`src/rtl/ict_pkg.sv`:
```
// shared types, codes and defaults for the input change tracker
package ict_pkg;

  localparam int unsigned OpW  = 3;
  localparam int unsigned IdW  = 5;
  localparam int unsigned ValW = 8;

  localparam int unsigned NumKeysDef     = 16;
  localparam int unsigned NumEncodersDef = 8;
  localparam int unsigned NumButtonsDef  = 32;
  localparam int unsigned NumPotsDef     = 8;

  // item opcodes
  localparam logic [OpW-1:0] OP_KEY = 3'd0;
  localparam logic [OpW-1:0] OP_ENC = 3'd1;
  localparam logic [OpW-1:0] OP_BTN = 3'd2;
  localparam logic [OpW-1:0] OP_POT = 3'd3;
  localparam logic [OpW-1:0] OP_POP = 3'd4;

  // reported change kinds
  localparam logic [OpW-1:0] KIND_NONE = 3'd0;
  localparam logic [OpW-1:0] KIND_KEY  = 3'd1;
  localparam logic [OpW-1:0] KIND_ENC  = 3'd2;
  localparam logic [OpW-1:0] KIND_BTN  = 3'd3;
  localparam logic [OpW-1:0] KIND_POT  = 3'd4;

  // encoder accumulator limits
  localparam logic signed [ValW-1:0] SatMax = 8'sd127;
  localparam logic signed [ValW-1:0] SatMin = -8'sd127;

  typedef struct packed {
    logic [OpW-1:0]         opcode;
    logic [IdW-1:0]         source_id;
    logic                   is_pressed;
    logic signed [ValW-1:0] step_delta;
    logic [ValW-1:0]        level;
  } item_t;

  typedef struct packed {
    logic [OpW-1:0]         change_kind;
    logic [IdW-1:0]         change_index;
    logic                   change_pressed;
    logic signed [ValW-1:0] change_delta;
    logic [ValW-1:0]        change_level;
    logic                   pending;
  } result_t;

endpackage

```
`src/rtl/ict_if.sv`:
```
// valid/ready channel interfaces for items and results
interface ict_in_if;
  logic                            valid;
  logic                            ready;
  logic [ict_pkg::OpW-1:0]         opcode;
  logic [ict_pkg::IdW-1:0]         source_id;
  logic                            is_pressed;
  logic signed [ict_pkg::ValW-1:0] step_delta;
  logic [ict_pkg::ValW-1:0]        level;

  modport source (output valid, opcode, source_id, is_pressed, step_delta, level,
                  input ready);
  modport sink (input valid, opcode, source_id, is_pressed, step_delta, level,
                output ready);
endinterface

interface ict_out_if;
  logic                            valid;
  logic                            ready;
  logic [ict_pkg::OpW-1:0]         change_kind;
  logic [ict_pkg::IdW-1:0]         change_index;
  logic                            change_pressed;
  logic signed [ict_pkg::ValW-1:0] change_delta;
  logic [ict_pkg::ValW-1:0]        change_level;
  logic                            pending;

  modport source (output valid, change_kind, change_index, change_pressed, change_delta,
                  change_level, pending, input ready);
  modport sink (input valid, change_kind, change_index, change_pressed, change_delta,
                change_level, pending, output ready);
endinterface

```
`src/rtl/ict_in_stage.sv`:
```
// input register stage: holds one accepted item until the result register has room
module ict_in_stage (
  input  logic            clk_i,
  input  logic            rst_ni,
  ict_in_if.sink          in_i,
  input  logic            room_i,
  output logic            fire_o,
  output ict_pkg::item_t  item_o
);

  logic           valid_q, valid_d;
  ict_pkg::item_t item_q;
  logic           accept;

  assign fire_o    = valid_q & room_i;
  assign in_i.ready = ~valid_q | room_i;
  assign accept    = in_i.valid & in_i.ready;
  assign item_o    = item_q;

  always_comb begin
    valid_d = valid_q;
    if (accept) begin
      valid_d = 1'b1;
    end else if (fire_o) begin
      valid_d = 1'b0;
    end
  end

  always_ff @(posedge clk_i or negedge rst_ni) begin
    if (!rst_ni) begin
      valid_q <= 1'b0;
    end else begin
      valid_q <= valid_d;
    end
  end

  always_ff @(posedge clk_i) begin
    if (accept) begin
      item_q.opcode     <= in_i.opcode;
      item_q.source_id  <= in_i.source_id;
      item_q.is_pressed <= in_i.is_pressed;
      item_q.step_delta <= in_i.step_delta;
      item_q.level      <= in_i.level;
    end
  end

endmodule

```
`src/rtl/ict_core.sv`:
```
// tracker state, update logic and fixed-priority pop selection
module ict_core #(
  parameter int unsigned NUM_KEYS     = ict_pkg::NumKeysDef,
  parameter int unsigned NUM_ENCODERS = ict_pkg::NumEncodersDef,
  parameter int unsigned NUM_BUTTONS  = ict_pkg::NumButtonsDef,
  parameter int unsigned NUM_POTS     = ict_pkg::NumPotsDef
) (
  input  logic             clk_i,
  input  logic             rst_ni,
  input  logic             fire_i,
  input  ict_pkg::item_t   item_i,
  output ict_pkg::result_t result_o
);

  localparam int unsigned VW = ict_pkg::ValW;
  localparam int unsigned IW = ict_pkg::IdW;

  logic [NUM_KEYS-1:0]     key_state_q, key_state_d, key_marks_q, key_marks_d;
  logic [NUM_BUTTONS-1:0]  btn_state_q, btn_state_d, btn_marks_q, btn_marks_d;
  logic [NUM_ENCODERS-1:0] enc_marks_q, enc_marks_d;
  logic [NUM_POTS-1:0]     pot_marks_q, pot_marks_d;
  logic signed [VW-1:0]    enc_sum_q [NUM_ENCODERS];
  logic signed [VW-1:0]    enc_sum_d [NUM_ENCODERS];
  logic [VW-1:0]           pot_level_q [NUM_POTS];
  logic [VW-1:0]           pot_level_d [NUM_POTS];

  // one-hot decode of the update id, all zero when out of range
  logic [NUM_KEYS-1:0]     key_hit, key_pick;
  logic [NUM_BUTTONS-1:0]  btn_hit, btn_pick;
  logic [NUM_ENCODERS-1:0] enc_hit, enc_pick, enc_sel;
  logic [NUM_POTS-1:0]     pot_hit, pot_pick, pot_sel;
  logic [IW-1:0]           key_idx, btn_idx, enc_idx, pot_idx;

  logic                 is_pop, take_key, take_enc, take_btn, take_pot;
  logic                 key_was, btn_was;
  logic signed [VW-1:0] enc_rd, enc_new;
  logic signed [VW:0]   enc_acc;
  logic [VW-1:0]        pot_rd;

  always_comb begin
    for (int i = 0; i < NUM_KEYS; i++) key_hit[i] = (item_i.source_id == IW'(i));
    for (int i = 0; i < NUM_BUTTONS; i++) btn_hit[i] = (item_i.source_id == IW'(i));
    for (int i = 0; i < NUM_ENCODERS; i++) enc_hit[i] = (item_i.source_id == IW'(i));
    for (int i = 0; i < NUM_POTS; i++) pot_hit[i] = (item_i.source_id == IW'(i));
  end

  // lowest dirty entry of each group, scanning down so the lowest wins
  always_comb begin
    key_pick = '0;
    key_idx  = '0;
    for (int i = NUM_KEYS - 1; i >= 0; i--) begin
      if (key_marks_q[i]) begin
        key_pick    = '0;
        key_pick[i] = 1'b1;
        key_idx     = IW'(i);
      end
    end
    btn_pick = '0;
    btn_idx  = '0;
    for (int i = NUM_BUTTONS - 1; i >= 0; i--) begin
      if (btn_marks_q[i]) begin
        btn_pick    = '0;
        btn_pick[i] = 1'b1;
        btn_idx     = IW'(i);
      end
    end
    enc_pick = '0;
    enc_idx  = '0;
    for (int i = NUM_ENCODERS - 1; i >= 0; i--) begin
      if (enc_marks_q[i]) begin
        enc_pick    = '0;
        enc_pick[i] = 1'b1;
        enc_idx     = IW'(i);
      end
    end
    pot_pick = '0;
    pot_idx  = '0;
    for (int i = NUM_POTS - 1; i >= 0; i--) begin
      if (pot_marks_q[i]) begin
        pot_pick    = '0;
        pot_pick[i] = 1'b1;
        pot_idx     = IW'(i);
      end
    end
  end

  assign is_pop   = (item_i.opcode == ict_pkg::OP_POP);
  assign take_key = is_pop & (|key_marks_q);
  assign take_enc = is_pop & ~(|key_marks_q) & (|enc_marks_q);
  assign take_btn = is_pop & ~(|key_marks_q) & ~(|enc_marks_q) & (|btn_marks_q);
  assign take_pot = is_pop & ~(|key_marks_q) & ~(|enc_marks_q) & ~(|btn_marks_q)
                  & (|pot_marks_q);

  // single read port per array: pop index on a pop, update id otherwise
  assign enc_sel = is_pop ? enc_pick : enc_hit;
  assign pot_sel = is_pop ? pot_pick : pot_hit;

  always_comb begin
    enc_rd = '0;
    for (int i = 0; i < NUM_ENCODERS; i++) begin
      if (enc_sel[i]) enc_rd = enc_sum_q[i];
    end
    pot_rd = '0;
    for (int i = 0; i < NUM_POTS; i++) begin
      if (pot_sel[i]) pot_rd = pot_level_q[i];
    end
  end

  assign key_was = |(key_state_q & key_hit);
  assign btn_was = |(btn_state_q & btn_hit);

  // saturating accumulate
  assign enc_acc = $signed({enc_rd[VW-1], enc_rd})
                 + $signed({item_i.step_delta[VW-1], item_i.step_delta});
  always_comb begin
    if (enc_acc > $signed({ict_pkg::SatMax[VW-1], ict_pkg::SatMax})) begin
      enc_new = ict_pkg::SatMax;
    end else if (enc_acc < $signed({ict_pkg::SatMin[VW-1], ict_pkg::SatMin})) begin
      enc_new = ict_pkg::SatMin;
    end else begin
      enc_new = enc_acc[VW-1:0];
    end
  end

  always_comb begin
    key_state_d = key_state_q;
    key_marks_d = key_marks_q;
    btn_state_d = btn_state_q;
    btn_marks_d = btn_marks_q;
    enc_marks_d = enc_marks_q;
    pot_marks_d = pot_marks_q;
    enc_sum_d   = enc_sum_q;
    pot_level_d = pot_level_q;

    case (item_i.opcode)
      ict_pkg::OP_KEY: begin
        if ((|key_hit) && (key_was != item_i.is_pressed)) begin
          key_state_d = item_i.is_pressed ? (key_state_q | key_hit)
                                          : (key_state_q & ~key_hit);
          key_marks_d = key_marks_q | key_hit;
        end
      end
      ict_pkg::OP_BTN: begin
        if ((|btn_hit) && (btn_was != item_i.is_pressed)) begin
          btn_state_d = item_i.is_pressed ? (btn_state_q | btn_hit)
                                          : (btn_state_q & ~btn_hit);
          btn_marks_d = btn_marks_q | btn_hit;
        end
      end
      ict_pkg::OP_ENC: begin
        if ((|enc_hit) && (item_i.step_delta != '0)) begin
          for (int i = 0; i < NUM_ENCODERS; i++) begin
            if (enc_hit[i]) enc_sum_d[i] = enc_new;
          end
          enc_marks_d = enc_marks_q | enc_hit;
        end
      end
      ict_pkg::OP_POT: begin
        if ((|pot_hit) && (pot_rd != item_i.level)) begin
          for (int i = 0; i < NUM_POTS; i++) begin
            if (pot_hit[i]) pot_level_d[i] = item_i.level;
          end
          pot_marks_d = pot_marks_q | pot_hit;
        end
      end
      ict_pkg::OP_POP: begin
        if (take_key) key_marks_d = key_marks_q & ~key_pick;
        if (take_btn) btn_marks_d = btn_marks_q & ~btn_pick;
        if (take_pot) pot_marks_d = pot_marks_q & ~pot_pick;
        if (take_enc) begin
          enc_marks_d = enc_marks_q & ~enc_pick;
          for (int i = 0; i < NUM_ENCODERS; i++) begin
            if (enc_pick[i]) enc_sum_d[i] = '0;
          end
        end
      end
      default: begin
      end
    endcase
  end

  always_comb begin
    result_o = '0;
    if (take_key) begin
      result_o.change_kind    = ict_pkg::KIND_KEY;
      result_o.change_index   = key_idx;
      result_o.change_pressed = |(key_state_q & key_pick);
    end else if (take_enc) begin
      result_o.change_kind  = ict_pkg::KIND_ENC;
      result_o.change_index = enc_idx;
      result_o.change_delta = enc_rd;
    end else if (take_btn) begin
      result_o.change_kind    = ict_pkg::KIND_BTN;
      result_o.change_index   = btn_idx;
      result_o.change_pressed = |(btn_state_q & btn_pick);
    end else if (take_pot) begin
      result_o.change_kind  = ict_pkg::KIND_POT;
      result_o.change_index = pot_idx;
      result_o.change_level = pot_rd;
    end
    result_o.pending = (|key_marks_d) | (|enc_marks_d) | (|btn_marks_d) | (|pot_marks_d);
  end

  always_ff @(posedge clk_i or negedge rst_ni) begin
    if (!rst_ni) begin
      key_state_q <= '0;
      key_marks_q <= '0;
      btn_state_q <= '0;
      btn_marks_q <= '0;
      enc_marks_q <= '0;
      pot_marks_q <= '0;
      for (int i = 0; i < NUM_ENCODERS; i++) enc_sum_q[i] <= '0;
      for (int i = 0; i < NUM_POTS; i++) pot_level_q[i] <= '0;
    end else if (fire_i) begin
      key_state_q <= key_state_d;
      key_marks_q <= key_marks_d;
      btn_state_q <= btn_state_d;
      btn_marks_q <= btn_marks_d;
      enc_marks_q <= enc_marks_d;
      pot_marks_q <= pot_marks_d;
      enc_sum_q   <= enc_sum_d;
      pot_level_q <= pot_level_d;
    end
  end

  a_change_only_on_pop: assert property (@(posedge clk_i) disable iff (!rst_ni)
    fire_i && (result_o.change_kind != ict_pkg::KIND_NONE)
      |-> (item_i.opcode == ict_pkg::OP_POP))
    else $error("change reported for a non-pop item");

  a_pop_drains_marks: assert property (@(posedge clk_i) disable iff (!rst_ni)
    fire_i && is_pop
      && ((|key_marks_q) || (|enc_marks_q) || (|btn_marks_q) || (|pot_marks_q))
      |-> (result_o.change_kind != ict_pkg::KIND_NONE))
    else $error("pop with dirty marks reported no change");

  a_pending_matches_marks: assert property (@(posedge clk_i) disable iff (!rst_ni)
    fire_i |=> (((|key_marks_q) || (|enc_marks_q) || (|btn_marks_q) || (|pot_marks_q))
                == $past(result_o.pending)))
    else $error("pending flag disagrees with stored marks");

endmodule

```
`src/rtl/ict_out_stage.sv`:
```
// result register stage driving the result channel
module ict_out_stage (
  input  logic             clk_i,
  input  logic             rst_ni,
  input  logic             fire_i,
  input  ict_pkg::result_t result_i,
  output logic             room_o,
  ict_out_if.source        out_o
);

  logic             valid_q, valid_d;
  ict_pkg::result_t res_q;

  assign room_o = ~valid_q | out_o.ready;

  always_comb begin
    valid_d = valid_q;
    if (fire_i) begin
      valid_d = 1'b1;
    end else if (out_o.ready) begin
      valid_d = 1'b0;
    end
  end

  always_ff @(posedge clk_i or negedge rst_ni) begin
    if (!rst_ni) begin
      valid_q <= 1'b0;
    end else begin
      valid_q <= valid_d;
    end
  end

  always_ff @(posedge clk_i) begin
    if (fire_i) begin
      res_q <= result_i;
    end
  end

  assign out_o.valid          = valid_q;
  assign out_o.change_kind    = res_q.change_kind;
  assign out_o.change_index   = res_q.change_index;
  assign out_o.change_pressed = res_q.change_pressed;
  assign out_o.change_delta   = res_q.change_delta;
  assign out_o.change_level   = res_q.change_level;
  assign out_o.pending        = res_q.pending;

endmodule

```
`src/rtl/input_change_tracker.sv`:
```
// top level of the input change tracker: input stage, tracker core, result stage
//
// usage:
//   in_i carries one item per handshake: a key, encoder, button or pot update
//   (opcode, source_id, is_pressed, step_delta, level) or a pop request
//   out_o returns exactly one result item per input item, in order
//   updates report only the pending flag; a pop reports the lowest dirty entry
//   (keys, then encoders, then buttons, then pots) and clears its mark
// path: an accepted item sits in the input register; once the result register
//   has room, the result register loads as the state updates
// throughput: one item per cycle while out_o is not held; state is read and
//   written in the same cycle the item moves into the result register, so
//   back-to-back items always see the effect of the one before
// stall: while out_o is held, the result register keeps its item and one more
//   item may wait in the input register; after that in_i.ready drops
// reset: rst_ni clears all pressed bits, marks, encoder sums and pot levels,
//   and empties both registers
module input_change_tracker #(
  parameter int unsigned NUM_KEYS     = ict_pkg::NumKeysDef,
  parameter int unsigned NUM_ENCODERS = ict_pkg::NumEncodersDef,
  parameter int unsigned NUM_BUTTONS  = ict_pkg::NumButtonsDef,
  parameter int unsigned NUM_POTS     = ict_pkg::NumPotsDef
) (
  input  logic      clk_i,
  input  logic      rst_ni,
  ict_in_if.sink    in_i,
  ict_out_if.source out_o
);

  // handshake between the two register stages
  logic             fire;
  logic             room;
  ict_pkg::item_t   item;
  ict_pkg::result_t result;

  ict_in_stage u_in_stage (
    .clk_i  (clk_i),
    .rst_ni (rst_ni),
    .in_i   (in_i),
    .room_i (room),
    .fire_o (fire),
    .item_o (item)
  );

  // all tracker state lives here and updates only when an item advances
  ict_core #(
    .NUM_KEYS     (NUM_KEYS),
    .NUM_ENCODERS (NUM_ENCODERS),
    .NUM_BUTTONS  (NUM_BUTTONS),
    .NUM_POTS     (NUM_POTS)
  ) u_core (
    .clk_i    (clk_i),
    .rst_ni   (rst_ni),
    .fire_i   (fire),
    .item_i   (item),
    .result_o (result)
  );

  ict_out_stage u_out_stage (
    .clk_i    (clk_i),
    .rst_ni   (rst_ni),
    .fire_i   (fire),
    .result_i (result),
    .room_o   (room),
    .out_o    (out_o)
  );

endmodule
```
`src/flat_wrapper.sv`:
```
// flat-port wrapper written by rule: the top's interface ports become plain ports
module input_change_tracker_flat 
#(
  parameter int unsigned NUM_KEYS     = ict_pkg::NumKeysDef,
  parameter int unsigned NUM_ENCODERS = ict_pkg::NumEncodersDef,
  parameter int unsigned NUM_BUTTONS  = ict_pkg::NumButtonsDef,
  parameter int unsigned NUM_POTS     = ict_pkg::NumPotsDef
)
  (clk_i, rst_ni, in_i_valid, in_i_opcode, in_i_source_id, in_i_is_pressed, in_i_step_delta, in_i_level, in_i_ready, out_o_valid, out_o_change_kind, out_o_change_index, out_o_change_pressed, out_o_change_delta, out_o_change_level, out_o_pending, out_o_ready);
  ict_in_if in_i_i ();
  ict_out_if out_o_i ();
  input  logic clk_i;
  input  logic rst_ni;
  input wire logic [$bits(in_i_i.valid)-1:0] in_i_valid;
  input wire logic [$bits(in_i_i.opcode)-1:0] in_i_opcode;
  input wire logic [$bits(in_i_i.source_id)-1:0] in_i_source_id;
  input wire logic [$bits(in_i_i.is_pressed)-1:0] in_i_is_pressed;
  input wire logic [$bits(in_i_i.step_delta)-1:0] in_i_step_delta;
  input wire logic [$bits(in_i_i.level)-1:0] in_i_level;
  output wire logic [$bits(in_i_i.ready)-1:0] in_i_ready;
  output wire logic [$bits(out_o_i.valid)-1:0] out_o_valid;
  output wire logic [$bits(out_o_i.change_kind)-1:0] out_o_change_kind;
  output wire logic [$bits(out_o_i.change_index)-1:0] out_o_change_index;
  output wire logic [$bits(out_o_i.change_pressed)-1:0] out_o_change_pressed;
  output wire logic [$bits(out_o_i.change_delta)-1:0] out_o_change_delta;
  output wire logic [$bits(out_o_i.change_level)-1:0] out_o_change_level;
  output wire logic [$bits(out_o_i.pending)-1:0] out_o_pending;
  input wire logic [$bits(out_o_i.ready)-1:0] out_o_ready;
  assign in_i_i.valid = in_i_valid;
  assign in_i_i.opcode = in_i_opcode;
  assign in_i_i.source_id = in_i_source_id;
  assign in_i_i.is_pressed = in_i_is_pressed;
  assign in_i_i.step_delta = in_i_step_delta;
  assign in_i_i.level = in_i_level;
  assign in_i_ready = in_i_i.ready;
  assign out_o_valid = out_o_i.valid;
  assign out_o_change_kind = out_o_i.change_kind;
  assign out_o_change_index = out_o_i.change_index;
  assign out_o_change_pressed = out_o_i.change_pressed;
  assign out_o_change_delta = out_o_i.change_delta;
  assign out_o_change_level = out_o_i.change_level;
  assign out_o_pending = out_o_i.pending;
  assign out_o_i.ready = out_o_ready;
  input_change_tracker #(.NUM_KEYS(NUM_KEYS), .NUM_ENCODERS(NUM_ENCODERS), .NUM_BUTTONS(NUM_BUTTONS), .NUM_POTS(NUM_POTS)) u_core (.clk_i(clk_i), .rst_ni(rst_ni), .in_i(in_i_i), .out_o(out_o_i));
endmodule
```
`config.mk`:
```
export PLATFORM = sky130hd
export DESIGN_NAME = input_change_tracker_flat
export DESIGN_NICKNAME = d
export VERILOG_FILES = /design/src/rtl/ict_pkg.sv /design/src/rtl/ict_if.sv /design/src/rtl/ict_in_stage.sv /design/src/rtl/ict_core.sv /design/src/rtl/ict_out_stage.sv /design/src/rtl/input_change_tracker.sv /design/src/flat_wrapper.sv
export SDC_FILE = /design/constraint.sdc
export NUM_CORES = 1
export LEC_CHECK = 0
export ABC_CLOCK_PERIOD_IN_PS = 5200
export BUFFER_PORTS_ARGS = -buffer_cell sky130_fd_sc_hd__buf_2
export CORE_AREA = 8 8 209 251
export CTS_CLUSTER_DIAMETER = 80
export CTS_CLUSTER_SIZE = 10
export DETAILED_ROUTE_END_ITERATION = 7
export DIE_AREA = 0 0 217 259
export PLACE_DENSITY = 0.6
export SYNTH_ARGS = -nofsm -noshare
export SYNTH_HDL_FRONTEND = slang
export SYNTH_SLANG_ARGS = --single-unit
```
`constraint.sdc`:
```
create_clock -name clk_i -period 5.2 [get_ports clk_i]
set_input_delay 0.52 -clock clk_i [delete_from_list [all_inputs] [get_ports clk_i]]
set_output_delay 0.52 -clock clk_i [all_outputs]
set_load 0.02 [all_outputs]
```
==> run metrics <==
Post-DRT Antenna Nets 0; RSZ-0062 raised after global routing no; part of the cycle the worst path needs 92.0%; post-DR vias/cell 5.92; Synth Register Bits 293; Fmax 209 MHz; Worst Tran Pin Value 978 ps; number of synthesized flops with an enable pin 51; Num CTS Buffers 37; Die ar. 56200 um2; global route total overflow 0; worst skew pair latency 570 ps; setup ws final 414 ps; ys async rst share 82.6%; final design utilization 38.2%; Placeable Area 48600 um2; final setup TNS 0 ps; Final Slew Violations 0; wirelength, routed 57600 um; Slew HR 34.4%; cell area after layout 18600 um2; worst endpoint required time 5600 ps; I/O Buffers 56; Synth area leaders dfrtp_1 (37%), edfxtp_1 (9.5%), mux2_2 (5.4%); min cycle time layout 4790 ps; CTS tree built; leading area contributor after synthesis dfrtp_1; overall power 6.64 mW; vias in the first global route 14000; Synth top area share 37.4%; sequential fraction of the synthesis area 46.8%; xor-xnor portion of the synthesized cell area 0.865%; FF+latch area 7590 um2; Crit. End Element register; synthesized area 16200 um2; Critical Path Start Type register; site row count 89; Leak 8.16 nW; Iter 0 DRT Violations 1595; Post-Synth Adder-Cell Area 0.741%; Final Hold Viols 0; Non-Filler Instances 2376; worst setup path category reg2reg; initial antenna violation count 0; instance count of the mapped netlist 1653; clk slew on worst S/H paths 60 ps; clock skew 39.5 ps; distinct cell type count after synthesis 87; GRT Resource Usage Total 20.1%; root buf cell clkbuf_16; Tightest Hold Check Type in2reg; Yosys warning count 0; Setup-failing EPs final 0; Pwr Density 358 nW/um2; routed vias 14100; multi-input logic area 8080 um2; pin count of the biggest net entering global routing 116; DR DRC count 0; Compound-Gate Fraction of Synth Area 19.0%; routability cong. 0.994; H-tree Lvls 2; wire per inst 24.2 um; Post-Synth Simple-Gate Area 17.7%; Post-Syn Nets 1691; CTS Sinks 293; area post-placement 17400 um2; Area Growth Syn to Fin 14.5%; Clock Path Buffers 3; Die X 217 um; layout cell share with drive strength beyond 1 19.6%; post-placement cell count 2317; Mean Syn Cell Area 9.80 um2; number of diodes 0; CP max FO 13; top_reg_cell synth dfrtp_1; portion of netlist area occupied by mux cells 11.4%; number of max-cap violations 0; Max rail drop VDD 0.219 mV; first-pass detailed-route iteration total 8; Starting Density 33.4%; number of top-level pins 57; Crit path arrival time 5180 ps; hpwl dp 42200 um; FILL cells 4884; Die Y 259 um; Min Hold Slack 125 ps; status finished clean; first-pass GRT wire length 88100 um; largest family of logic cells by synthesized area compound AO/OA/AOI/OAI gates; Nets 1758; dpl ws 297 ps
## synth_stat cells, types with 16 or more instances
master / n
a22o_1: 19
clkbuf_1: 72
nor2_1: 132
dfrtp_1: 242
edfxtp_1: 51
nor2b_1: 29
nand3_1: 51
nand4_1: 16
nor4_1: 23
o22ai_1: 16
a21oi_1: 69
buf_2: 19
o31ai_1: 44
mux2_2: 77
o21ai_0: 133
a221oi_1: 18
nor3_1: 36
mux2_4: 55
inv_1: 34
nand2_1: 227
## path summary, 6_finish.rpt
kind,cells after the start,from,end,slack (ps)
max,20,u_core.u_in_stage.item_o[22],u_core.u_core.enc_sum_q[2],410
min,1,in_i_level[1],u_core.u_in_stage.item_o[1],120
max reg2reg,20,u_core.u_in_stage.item_o[22],u_core.u_core.enc_sum_q[2],410
min reg2reg,2,u_core.u_core.enc_sum_q[29],u_core.u_core.enc_sum_q[29],490
max in group asynchronous,3,rst_ni,u_core.u_core.enc_sum_q[59],3520
min in group asynchronous,2,rst_ni,u_core.u_out_stage.out_o.valid,540
## worst max-delay path, cell delays in order, from the launching register on
cell and delay (ps):
edfxtp_1 510, or3b_4 550, buf_4 190, nand2_1 50
nand2_1 190, a22o_1 240, a221oi_1 220, nand3_1 170
ha_1 260, fa_1 410, a21o_1 180, a21oi_1 220
o21bai_1 90, a21oi_1 200, xnor2_1 110, nand4b_1 200
a21oi_2 230, nor2_1 90, a21boi_0 220, buf_4 190
o21ai_0 90
## metal layers
metal / vias to the layer above / GRT usage (%) / wire, um
li1: 6263 / - / -
met1: 6919 / 25.7 / 23600
met2: 732 / 32.5 / 26700
met3: 160 / 3.40 / 4230
met4: 0 / 10.2 / 3080
met5: - / 0 / 0
## timing repair
item                                    CTS  global route
hold buffers                              1             0
setup buffers                             0             0
hold endpoints to repair                 67             0
endpoints found under the setup margin    0            50
resized for setup                         0             4
## cell type report
class,instances,share of cell area [%]
multi-input combinational,1223,43.5
inverter,35,0.708
timing repair buffer,130,4.66
sequential,293,40.9
tap,637,4.30
clock inverter,7,0.506
clock buffer,51,5.38
## power by group
part | internal [mW] | switching (mW)
Clock | 1.39 | 1.00
Combinational | 0.468 | 0.783
Sequential | 2.67 | 0.333
Total | 4.53 | 2.12
## cell families (layout without fill, tap and decap cells)
family,count (synthesis),count (layout)
compound gates,451,451
fa+ha+maj,9,9
flops,293,293
buf+inv,137,223
simple gates,602,602
mux,145,145
xor+xnor,16,16
## layout by cell type (no fill, tap or decap), types with 18 or more instances in the layout
master	instances
a21oi_1	68
nand2_1	227
a221oi_1	18
nand3_1	51
inv_1	34
a22o_1	19
dfrtp_1	242
o21ai_0	133
nor2_1	132
nor3_1	36
buf_4	71
o31ai_1	44
nor4_1	23
mux2_4	55
buf_2	55
nor2b_1	29
clkbuf_16	37
mux2_2	77
edfxtp_1	51
Note: power is estimated with default switching activity, not from simulation.
